<file path="src/design/suv_pkg.sv">
`timescale 1ns / 1ps
// ----------------------------------------------------------------------------
// suv_pkg
// Shared types and constants of the strict UTF-8 stream validator.
// ----------------------------------------------------------------------------
package suv_pkg;

  localparam int unsigned OFFSET_BITS_DEF = 32;
  localparam int unsigned RES_OFF_BITS    = 32;
  localparam int unsigned CP_BITS         = 21;

  // Smallest legal code point for each continuation count, the surrogate range and the largest code point
  localparam logic [CP_BITS-1:0] MIN_CP_2B   = 21'h000080;
  localparam logic [CP_BITS-1:0] MIN_CP_3B   = 21'h000800;
  localparam logic [CP_BITS-1:0] MIN_CP_4B   = 21'h010000;
  localparam logic [CP_BITS-1:0] SURR_LO     = 21'h00D800;
  localparam logic [CP_BITS-1:0] SURR_HI     = 21'h00DFFF;
  localparam logic [CP_BITS-1:0] MAX_CP      = 21'h10FFFF;

  // Continuation counts of an open sequence
  localparam logic [1:0] SEQ_NONE = 2'd0;
  localparam logic [1:0] SEQ_2B   = 2'd1;
  localparam logic [1:0] SEQ_3B   = 2'd2;
  localparam logic [1:0] SEQ_4B   = 2'd3;

  localparam logic [1:0] CONT_TAG = 2'b10;

  // Narrow per-sequence state
  typedef struct packed {
    logic [1:0]         need;      // continuation bytes still to come
    logic [1:0]         seq_len;   // continuation count of open sequence
    logic [CP_BITS-1:0] cp;        // code point being assembled
    logic               tent_err;  // bad continuation seen, not yet final
    logic               err;       // verdict settled as invalid
  } suv_seq_t;

  localparam suv_seq_t SEQ_RESET = '{need: SEQ_NONE, seq_len: SEQ_NONE,
                                     cp: '0, tent_err: 1'b0, err: 1'b0};

endpackage

</file>
<file path="src/design/suv_step.sv">
`timescale 1ns / 1ps
// ----------------------------------------------------------------------------
// suv_step
// Single-byte decode: next validator state and the verdict on a last byte.
// ----------------------------------------------------------------------------
module suv_step import suv_pkg::*; #(
  parameter int unsigned OFFSET_BITS = OFFSET_BITS_DEF
) (
  input  logic [7:0]             data_byte,
  input  logic                   last,
  input  suv_seq_t               seq,
  input  logic [OFFSET_BITS-1:0] byte_count,
  input  logic [OFFSET_BITS-1:0] lead_pos,
  input  logic [OFFSET_BITS-1:0] err_pos,
  output suv_seq_t               seq_nxt,
  output logic [OFFSET_BITS-1:0] byte_count_nxt,
  output logic [OFFSET_BITS-1:0] lead_pos_nxt,
  output logic [OFFSET_BITS-1:0] err_pos_nxt,
  output logic                   res_ok,
  output logic [RES_OFF_BITS-1:0] res_offset
);

  suv_seq_t               s;
  logic [OFFSET_BITS-1:0] lp;
  logic [OFFSET_BITS-1:0] ep;
  logic [CP_BITS-1:0]     cp_n;
  logic [1:0]             need_n;
  logic                   bad_cp;
  logic [OFFSET_BITS+RES_OFF_BITS-1:0] ep_ext;

  assign cp_n   = {seq.cp[CP_BITS-7:0], data_byte[5:0]};
  assign need_n = seq.need - 2'd1;

  always_comb begin
    bad_cp = 1'b0;
    unique case (seq.seq_len)
      SEQ_2B:  bad_cp = (cp_n < MIN_CP_2B);
      SEQ_3B:  bad_cp = (cp_n < MIN_CP_3B);
      SEQ_4B:  bad_cp = (cp_n < MIN_CP_4B);
      default: bad_cp = 1'b0;
    endcase
    if ((cp_n >= SURR_LO && cp_n <= SURR_HI) || cp_n > MAX_CP) begin
      bad_cp = 1'b1;
    end
  end

  always_comb begin
    s  = seq;
    lp = lead_pos;
    ep = err_pos;
    if (!seq.err) begin
      if (seq.need == SEQ_NONE) begin
        priority if (!data_byte[7]) begin
          s = seq;
        end else if (data_byte[7:5] == 3'b110) begin
          s.need = SEQ_2B; s.seq_len = SEQ_2B;
          s.cp = {{(CP_BITS-5){1'b0}}, data_byte[4:0]};
          s.tent_err = 1'b0; lp = byte_count;
        end else if (data_byte[7:4] == 4'b1110) begin
          s.need = SEQ_3B; s.seq_len = SEQ_3B;
          s.cp = {{(CP_BITS-4){1'b0}}, data_byte[3:0]};
          s.tent_err = 1'b0; lp = byte_count;
        end else if (data_byte[7:3] == 5'b11110) begin
          s.need = SEQ_4B; s.seq_len = SEQ_4B;
          s.cp = {{(CP_BITS-3){1'b0}}, data_byte[2:0]};
          s.tent_err = 1'b0; lp = byte_count;
        end else begin
          s.err = 1'b1; ep = byte_count;
        end
      end else begin
        // first non-continuation byte inside a sequence stays tentative
        if (!seq.tent_err && data_byte[7:6] != CONT_TAG) begin
          s.tent_err = 1'b1; ep = byte_count;
        end
        s.cp   = cp_n;
        s.need = need_n;
        if (need_n == SEQ_NONE) begin
          if (s.tent_err) begin
            s.err = 1'b1;
          end else if (bad_cp) begin
            s.err = 1'b1; ep = lead_pos;
          end
        end
      end
    end
    // truncation at end of buffer is reported at the lead
    if (last && !s.err && s.need != SEQ_NONE) begin
      s.err = 1'b1; ep = lp;
    end
  end

  assign ep_ext     = {{RES_OFF_BITS{1'b0}}, ep};
  assign res_ok     = !s.err;
  assign res_offset = s.err ? ep_ext[RES_OFF_BITS-1:0] : '0;

  // buffer end returns everything to reset
  assign seq_nxt        = last ? SEQ_RESET : s;
  assign lead_pos_nxt   = last ? '0 : lp;
  assign err_pos_nxt    = last ? '0 : ep;
  assign byte_count_nxt = last ? '0 : byte_count + {{(OFFSET_BITS-1){1'b0}}, 1'b1};

endmodule

</file>
<file path="src/design/suv_out_reg.sv">
`timescale 1ns / 1ps
// ----------------------------------------------------------------------------
// suv_out_reg
// Verdict register: holds one result until the downstream side takes it.
// ----------------------------------------------------------------------------
module suv_out_reg import suv_pkg::*; (
  input  logic                    clk,
  input  logic                    rst_n,
  input  logic                    load,
  input  logic                    ok,
  input  logic [RES_OFF_BITS-1:0] offset,
  output logic                    can_load,
  output logic                    out_tvalid,
  input  logic                    out_tready,
  output logic [RES_OFF_BITS-1:0] out_tdata,
  output logic                    out_tuser
);

  logic                    vld_r,  vld_nxt;
  logic                    ok_r;
  logic [RES_OFF_BITS-1:0] off_r;

  assign can_load = !vld_r || out_tready;
  assign vld_nxt  = load ? 1'b1 : (vld_r && !out_tready);

  always_ff @(posedge clk) begin
    if (!rst_n) begin
      vld_r <= 1'b0;
    end else begin
      vld_r <= vld_nxt;
    end
  end

  always_ff @(posedge clk) begin
    if (load) begin
      ok_r  <= ok;
      off_r <= offset;
    end
  end

  assign out_tvalid = vld_r;
  assign out_tdata  = off_r;
  assign out_tuser  = ok_r;

endmodule

</file>
<file path="src/design/strict_utf8_stream_validator_core.sv">
`timescale 1ns / 1ps
// ----------------------------------------------------------------------------
// strict_utf8_stream_validator_core
// Checks a byte stream for strict UTF-8, one verdict per buffer.
// ----------------------------------------------------------------------------
//  channel | direction | tdata                  | tuser        | tlast
//  in_     | slave     | [7:0] data_byte        | -            | last
//  out_    | master    | [31:0] bad_offset      | [0] valid_res| -
//
//  One byte per cycle while in_tready is high; each byte is decoded in the cycle it is accepted.
//  A verdict appears on out_ the cycle after the byte with tlast.
//  in_tready drops only while a verdict waits and out_tready is low.
//  Synchronous active-low reset clears the sequence state and out_tvalid.
// ----------------------------------------------------------------------------
module strict_utf8_stream_validator_core import suv_pkg::*; #(
  parameter int unsigned OFFSET_BITS = OFFSET_BITS_DEF
) (
  input  logic                    clk,
  input  logic                    rst_n,
  input  logic                    in_tvalid,
  output logic                    in_tready,
  input  logic [7:0]              in_tdata,   // [7:0] data_byte
  input  logic                    in_tlast,
  output logic                    out_tvalid,
  input  logic                    out_tready,
  output logic [RES_OFF_BITS-1:0] out_tdata,  // [31:0] bad_offset
  output logic                    out_tuser   // [0] valid_res
);

  suv_seq_t               seq_r, seq_nxt;
  logic [OFFSET_BITS-1:0] byte_count_r, byte_count_nxt;
  logic [OFFSET_BITS-1:0] lead_pos_r, lead_pos_nxt;
  logic [OFFSET_BITS-1:0] err_pos_r, err_pos_nxt;
  logic                   res_ok;
  logic [RES_OFF_BITS-1:0] res_offset;
  logic                   can_load;
  logic                   in_xfer;

  assign in_tready = can_load;
  assign in_xfer   = in_tvalid && in_tready;

  suv_step #(.OFFSET_BITS(OFFSET_BITS)) u_step (
    .data_byte      (in_tdata),
    .last           (in_tlast),
    .seq            (seq_r),
    .byte_count     (byte_count_r),
    .lead_pos       (lead_pos_r),
    .err_pos        (err_pos_r),
    .seq_nxt        (seq_nxt),
    .byte_count_nxt (byte_count_nxt),
    .lead_pos_nxt   (lead_pos_nxt),
    .err_pos_nxt    (err_pos_nxt),
    .res_ok         (res_ok),
    .res_offset     (res_offset)
  );

  suv_out_reg u_out (
    .clk        (clk),
    .rst_n      (rst_n),
    .load       (in_xfer && in_tlast),
    .ok         (res_ok),
    .offset     (res_offset),
    .can_load   (can_load),
    .out_tvalid (out_tvalid),
    .out_tready (out_tready),
    .out_tdata  (out_tdata),
    .out_tuser  (out_tuser)
  );

  // advance the sequence state on every accepted transaction
  always_ff @(posedge clk) begin
    if (!rst_n) begin
      seq_r        <= SEQ_RESET;
      byte_count_r <= '0;
      lead_pos_r   <= '0;
      err_pos_r    <= '0;
    end else if (in_xfer) begin
      seq_r        <= seq_nxt;
      byte_count_r <= byte_count_nxt;
      lead_pos_r   <= lead_pos_nxt;
      err_pos_r    <= err_pos_nxt;
    end
  end

  a_last_gives_verdict: assert property (@(posedge clk) disable iff (!rst_n)
    in_xfer && in_tlast |=> out_tvalid)
    else $error("no verdict after last byte");

  a_last_clears_state: assert property (@(posedge clk) disable iff (!rst_n)
    in_xfer && in_tlast |=> byte_count_r == '0 && seq_r == SEQ_RESET)
    else $error("state not cleared after buffer end");

  a_valid_has_zero_offset: assert property (@(posedge clk) disable iff (!rst_n)
    out_tvalid && out_tuser |-> out_tdata == '0)
    else $error("valid verdict carries an offset");

  a_stall_only_on_held_result: assert property (@(posedge clk) disable iff (!rst_n)
    !in_tready |-> out_tvalid && !out_tready)
    else $error("input stalled without a waiting verdict");

  a_open_seq_has_len: assert property (@(posedge clk) disable iff (!rst_n)
    seq_r.need != SEQ_NONE |-> seq_r.need <= seq_r.seq_len && !seq_r.err)
    else $error("inconsistent open sequence");

endmodule

</file>
<file path="config.mk">
export PLATFORM = sky130hd
export DESIGN_NAME = strict_utf8_stream_validator_core
export DESIGN_NICKNAME = d
export VERILOG_FILES = /design/src/design/suv_pkg.sv /design/src/design/suv_step.sv /design/src/design/suv_out_reg.sv /design/src/design/strict_utf8_stream_validator_core.sv
export SDC_FILE = /design/constraint.sdc
export NUM_CORES = 1
export LEC_CHECK = 0
export BUFFER_PORTS_ARGS = -buffer_cell sky130_fd_sc_hd__buf_2
export CORE_MARGIN = 5
export CORE_UTILIZATION = 49
export DETAILED_ROUTE_END_ITERATION = 10
export GPL_TIMING_DRIVEN = 0
export PLACE_DENSITY = 0.77
export SLEW_MARGIN = 20
export SYNTH_ARGS = -nofsm -noshare
export SYNTH_HDL_FRONTEND = slang
export SYNTH_SLANG_ARGS = --single-unit
</file>
<file path="constraint.sdc">
create_clock -name clk -period 2.6 [get_ports clk]
set_input_delay 0.26 -clock clk [delete_from_list [all_inputs] [get_ports clk]]
set_output_delay 0.26 -clock clk [all_outputs]
set_load 0.01 [all_outputs]
</file>
---- Word-level counts from Yosys, hierarchy flattened ----
Index checks and enable logic that the tools add are counted.
word-level totals
  word-level logic and storage cells ...... 93
  input port bits ......................... 13
  memory bits (writable) .................. 0
  memory bits (read-only) ................. 0
  output and inout port bits .............. 35
  register bits after elaboration ......... 151
  bits in latches ......................... 0
  memories kept ........................... 0
operators by class
  reduce and logical (&&, ||, !) cells .... 22
  $add $sub $neg .......................... 2
  muxes and demuxes ....................... 42
  eq/ne operators ......................... 10
  divide/modulo/power cells ............... 0
  shift-type cells ........................ 0
  bitwise logic cells ..................... 0
  multipliers ............................. 0
  $lt $le $gt $ge ......................... 6
operators by type and width
  cell                   number
  $mux 32                20
  $mux 27                3
  $mux 26                3
  $add 32x1->32 const B  1
  $mux 23                1
  $ge 21x16->1 const B   1
  $gt 21x21->1 const B   1
  $le 21x16->1 const B   1
  $lt 21x12->1 const B   1
  $lt 21x17->1 const B   1
  $lt 21x8->1 const B    1
  $mux 1                 12
  $logic_and 1x1->1      7
  $reduce_bool 2->1      3
  $eq 5x5->1 const B     1
  $logic_not 1->1        5
  $ne 5x5->1 const B     1
  $reduce_and 5->1       1
  $eq 2x2->1 const B     2
  $eq 4x4->1 const B     1
  $logic_not 2->1        2
  $mux 2                 2
  $ne 2x2->1 const B     2
  $reduce_and 4->1       1
  other kinds (7)        8

---- Longest topological paths before layout ----
  depth in word-level cells ............... 14
  gate-level depth with buffers ........... 8
  gate-level depth less buffers ........... 6

---- Hierarchy ----
From an unflattened synthesis, not the netlist that was laid out.
second synthesis, totals
  cell total of the unflattened synthesis .. 1265
  area total of the unflattened synthesis .. 10263.6 um^2
modules (own cells, without submodules)
  module                             seq. area each (um^2)  cells each  times used  area an instance (um^2)
  strict_utf8_stream_validator_core  2462.4                 563         1           5008.6
  suv_step                           0.0                    665         1           4215.3
  suv_out_reg                        1011.0                 37          1           1039.7

---- Worst setup path before layout ----
Ideal clock, no wire load.
  path type ............................... reg-to-reg
  from .................................... reg seq_r[12] (netlist bit)
  to ...................................... reg u_out.off_r[31] (netlist: u_out.out_tdata[31]) (data pin)
  buffers on the path ..................... 1
  library setup time ...................... 0.260 ns
  cell stages (with the launch flop) ...... 8
  slack ................................... 0.362 ns
  period minus slack after synthesis ...... 2.238 ns
  data required time ...................... 2.340 ns
  data arrival time ....................... 1.979 ns
  cell sequence ........................... dfxtp_1 -> nor4_4 -> nand3_1 -> o221a_2 -> or4_1 -> clkbuf_1 -> o221a_1 -> mux2_2
on the way
  longest elaborated chain between the ends .. 13
  elaborated cells on any way between the ends .. 25
  those cells by class .................... order compare (6); mux (14); reduce/logical (5)
RTL lines
  item                                                                  RTL line                                 text
  start, declared                                                       strict_utf8_stream_validator_core.sv:30  suv_seq_t seq_r, seq_nxt;
  start signal, assigned                                                strict_utf8_stream_validator_core.sv:78  seq_r <= seq_nxt;
  parallel branches: the longest is 3 deep, another holds $lt 21x17->1  --
  $mux 1 (*)                                                            suv_step.sv:42                           if ((cp_n >= SURR_LO && cp_n <= SURR_HI) || cp_n > MAX_CP) begin
  $mux 1                                                                suv_step.sv:80                           end else if (bad_cp) begin
  $mux 1                                                                suv_step.sv:78                           if (s.tent_err) begin
  $mux 1                                                                suv_step.sv:77                           if (need_n == SEQ_NONE) begin
  $mux 23                                                               suv_step.sv:52                           if (seq.need == SEQ_NONE) begin
  $mux 27                                                               suv_step.sv:51                           if (!seq.err) begin
  $logic_not 1->1                                                       suv_step.sv:87                           if (last && !s.err && s.need != SEQ_NONE) begin
  $logic_and 1x1->1 (2 in series)                                       suv_step.sv:87
  $mux 32 or $mux 1 (tied branches)                                     suv_step.sv:87
  end signal, assigned                                                  suv_out_reg.sv:37                        off_r <= offset;
  end, declared                                                         suv_out_reg.sv:21                        logic [RES_OFF_BITS-1:0] off_r;
Every way passes the cells marked *. The select of a mux whose other input is x is not followed.
A chain may end at the register's enable or synchronous reset.

---- Worst setup path after layout ----
  from .................................... reg seq_r[12] (netlist bit)
  to ...................................... reg u_out.off_r[0] (netlist: u_out.out_tdata[0]) (data pin)
The elaborated chain is that of the path after synthesis.

==> impl_metrics.py <==
metrics = {
    "routing": {
        "vias": 6531,
        "drc": 0,
        "wl_um": 19600,
        "drt-vias-per-instance": 5.85,
        "wire_per_inst_um": 17.6,
        "drt_iter0_markers": 535,
        "drt_pass1_iterations": 5,
        "ant_nets": 0,
    },
    "power": {
        "power_leakage_nw": 3.39,
        "power.density_nw_per_um2": 599,
        "peakVddDrop_v": 0.000518,
        "finalPower_w": 0.00530,
    },
    "sta": {
        "worst_pin_slew_ns": 1.03,
        "hold_viol_final": 0,
        "min_period_over_period_pct": 98.5,
        "final-max-slew-violation-count": 0,
        "layout_setup_ws_ns": 0.0402,
        "fin_hold_ws_ns": 0.0996,
        "grt_setup_unrepaired": "no",
        "max_slew_margin_pct": 30.6,
        "fin_tns_setup_ns": 0,
        "fin_worst_skew_ns": 0.00788,
        "layout_min_cycle_time_ns": 2.56,
        "max_freq_mhz": 391,
        "setup_viol_count_final": 0,
    },
    "placement": {
        "dp_cells": 1085,
        "gp_congestion": 0.842,
        "dpl.hpwl_um": 12700,
        "pre_cts_ws_ns": -0.0238,
        "portBuffers": 47,
    },
    "clocking": {
        "clock-sinks": 151,
        "path_clk_slew_ns": 0.06,
        "clockBufferDepth": 2,
        "h-tree-depth": 4,
        "cts_made_buffers": 17,
        "cts_root_buf": "clkbuf_16",
        "postCtsSetupBuffers": 0,
        "clock_latency_ns": 0.43,
        "cts_tree": "yes",
    },
    "logic_synthesis": {
        "ys_top_cells_by_area": "dfxtp_1 31%, edfxtp_1 13%, o22a_1 7.2%, nor2b_1 5.6%, nand2_1 4.8%",
        "synth_top_area_share_pct": 30.8,
        "synth_common_cells": "118 x dfxtp_1, 99 x nand2_1, 69 x nor2b_1",
        "synth.distinct_cells": 49,
        "synth_enable_flop_cells": 33,
        "synth_most_common_cell": "dfxtp_1",
        "synth_top_area_cell": "dfxtp_1",
        "seq_area_frac_synth_pct": 43.7,
        "ys_ff_latch": 151,
        "mappedNetlistArea_um2": 7670,
        "synth_ff_type": "dfxtp_1",
        "ys_async_sr_fraction_pct": 0,
        "syn_inst": 826,
        "avgSynthCellArea_um2": 9.29,
        "ys_warn_count": 0,
        "syn_nets": 840,
    },
    "critical_path": {
        "cpPeakStageDelay_ns": 0.43,
        "start_kind": "flop",
        "path_max_fanout": 10,
        "crit_start": "seq_r[12]",
        "crit_path_cell_trace": "nor4_4 > nand3_1 > o221a_2 > o31ai_2 > buf_2 > o221ai_1 > mux2i_1",
        "reg2reg_depth": 7,
        "reg2reg_from": "seq_r[12]",
        "r2r_setup_slack_ns": 0.04,
        "crit_arrival_ns": 2.78,
        "critPathCapture": "u_out.out_tdata[0]",
        "r2r-end": "u_out.out_tdata[0]",
        "critical_path_class": "reg2reg",
        "required_ns": 2.82,
        "cp-end-kind": "flop",
        "slowest_stage": "o31ai_2",
    },
    "grt": {
        "grt_max_degree": 24,
        "grt_pass1_vias": 6223,
        "overflow": 0,
        "antenna_found_initial": 0,
        "grt_pass1_wl_um": 31800,
        "track_usage_pct": 21.8,
    },
    "floorplan": {
        "ios": 48,
        "initial_core_util_pct": 50.3,
        "coreArea_um2": 15300,
        "chipWidth_um": 135,
        "die-area_um2": 18300,
        "placementRows": 45,
        "die_h_um": 135,
    },
    "job": {
        "cap_viol_max_count": 0,
    },
    "cells_and_area": {
        "layout.nets": 906,
        "num_antenna_cells": 0,
        "syn2layout_area_growth_pct": 15.3,
        "drive_gt1_share_pct": 17.3,
        "fin_cells": 1116,
    },
    "worst_hold_path": {
        "hp-class": "in2reg",
    },
    "outcome": {
        "outcome": "completed",
    },
}
[layer usage]
metal / track usage (%) / routed length (um) / up-vias
li1: - / - / 3142
met1: 28.8 / 9040 / 3173
met2: 34.7 / 9240 / 185
met3: 4.32 / 978 / 31
met4: 9.35 / 381 / 0
met5: 0 / 0 / -
[critical path: cells and delay by family, from the launching register on]
| kind | cells | cell delay (ns) |
|---|---|---|
| mux | 1 | 0.29 |
| buf+inv | 1 | 0.35 |
| flops | 1 | 0.33 |
| compound gates | 3 | 0.94 |
| simple gates | 2 | 0.43 |
[area by class of cell]
type                    instances  area (um^2)
plain buffers                  72          308
clock buffers                  18          450
clock inverters                14          124
fillers                      1365         6420
inverters                       8         30.0
multi-input cells             594         4050
flip-flops and latches        151         3350
well taps                     211          264
repair buffers                 48          263
[worst min-delay path by stage]
stage	startpoint	end	cells past startpoint	slack, ns
CTS	in_tdata[0]	seq_r[2]	3	0.08
global route	in_tdata[0]	seq_r[2]	3	0.10
global placement	seq_r[2]	seq_r[2]	2	0.45
finish	in_tdata[0]	seq_r[2]	3	0.1
detailed placement	seq_r[2]	seq_r[2]	2	0.46
floorplan	in_tdata[1]	seq_r[3]	2	0.42
[state kept, by name (all words and copies together) (netlist names)]
name,cells
byte_count_r,32
err_pos_r,32
lead_pos_r,32
u_out.out_tdata,32
seq_r,21
u_out.out_tuser,1
u_out.out_tvalid,1
[stage by stage]
stage / utilization, % / area, um^2
detailed placement: 53.7 / 8200
global placement: 53.5 / 8170
CTS: 57.5 / 8780
global route: 57.9 / 8840
floorplan: - / 7670
finish: 57.9 / 8840
[cells in the final DEF, fill, tap and decap left out, types with 10 or more instances in the layout]
cell	count
dfxtp_1	118
nand2_1	99
nor2b_1	69
buf_2	63
o22a_1	63
nor2_1	43
clkbuf_1	42
a22oi_1	33
edfxtp_1	33
o21ai_0	32
mux2_2	32
mux2i_1	32
nand3_1	28
o221ai_1	26
a21boi_0	21
xor2_1	18
clkbuf_16	18
nor3_1	11
clkbuf_2	11
xnor2_1	11
nand4_1	10
[power breakdown]
part	total [W]	switching (W)	leakage, nW	internal, W
registers	0.00243	0.0000115	1.28	0.00242
clock network	0.00240	0.00102	0.282	0.00138
logic	0.000472	0.000313	1.83	0.000158
total	0.00530	0.00135	3.39	0.00395
[kinds of logic (layout without fill, tap and decap cells)]
logic type	count (synthesis)	in the layout	synth area share, %
and+or+nand+nor	290	290	18.9
adders and majority gates	1	1	0.163
buffers and inverters	81	160	4.22
xor gates and xnor gates	29	29	3.31
DFF	151	151	43.7
AOI/OAI and AO/OA	210	210	20.8
muxes	64	64	8.87
[timing repair]
action / in CTS / in global routing
resized for setup: 3 / 32
setup endpoints to repair: 3 / 49
hold buffers: 0 / 0
Power figures use the tool's default switching activity.
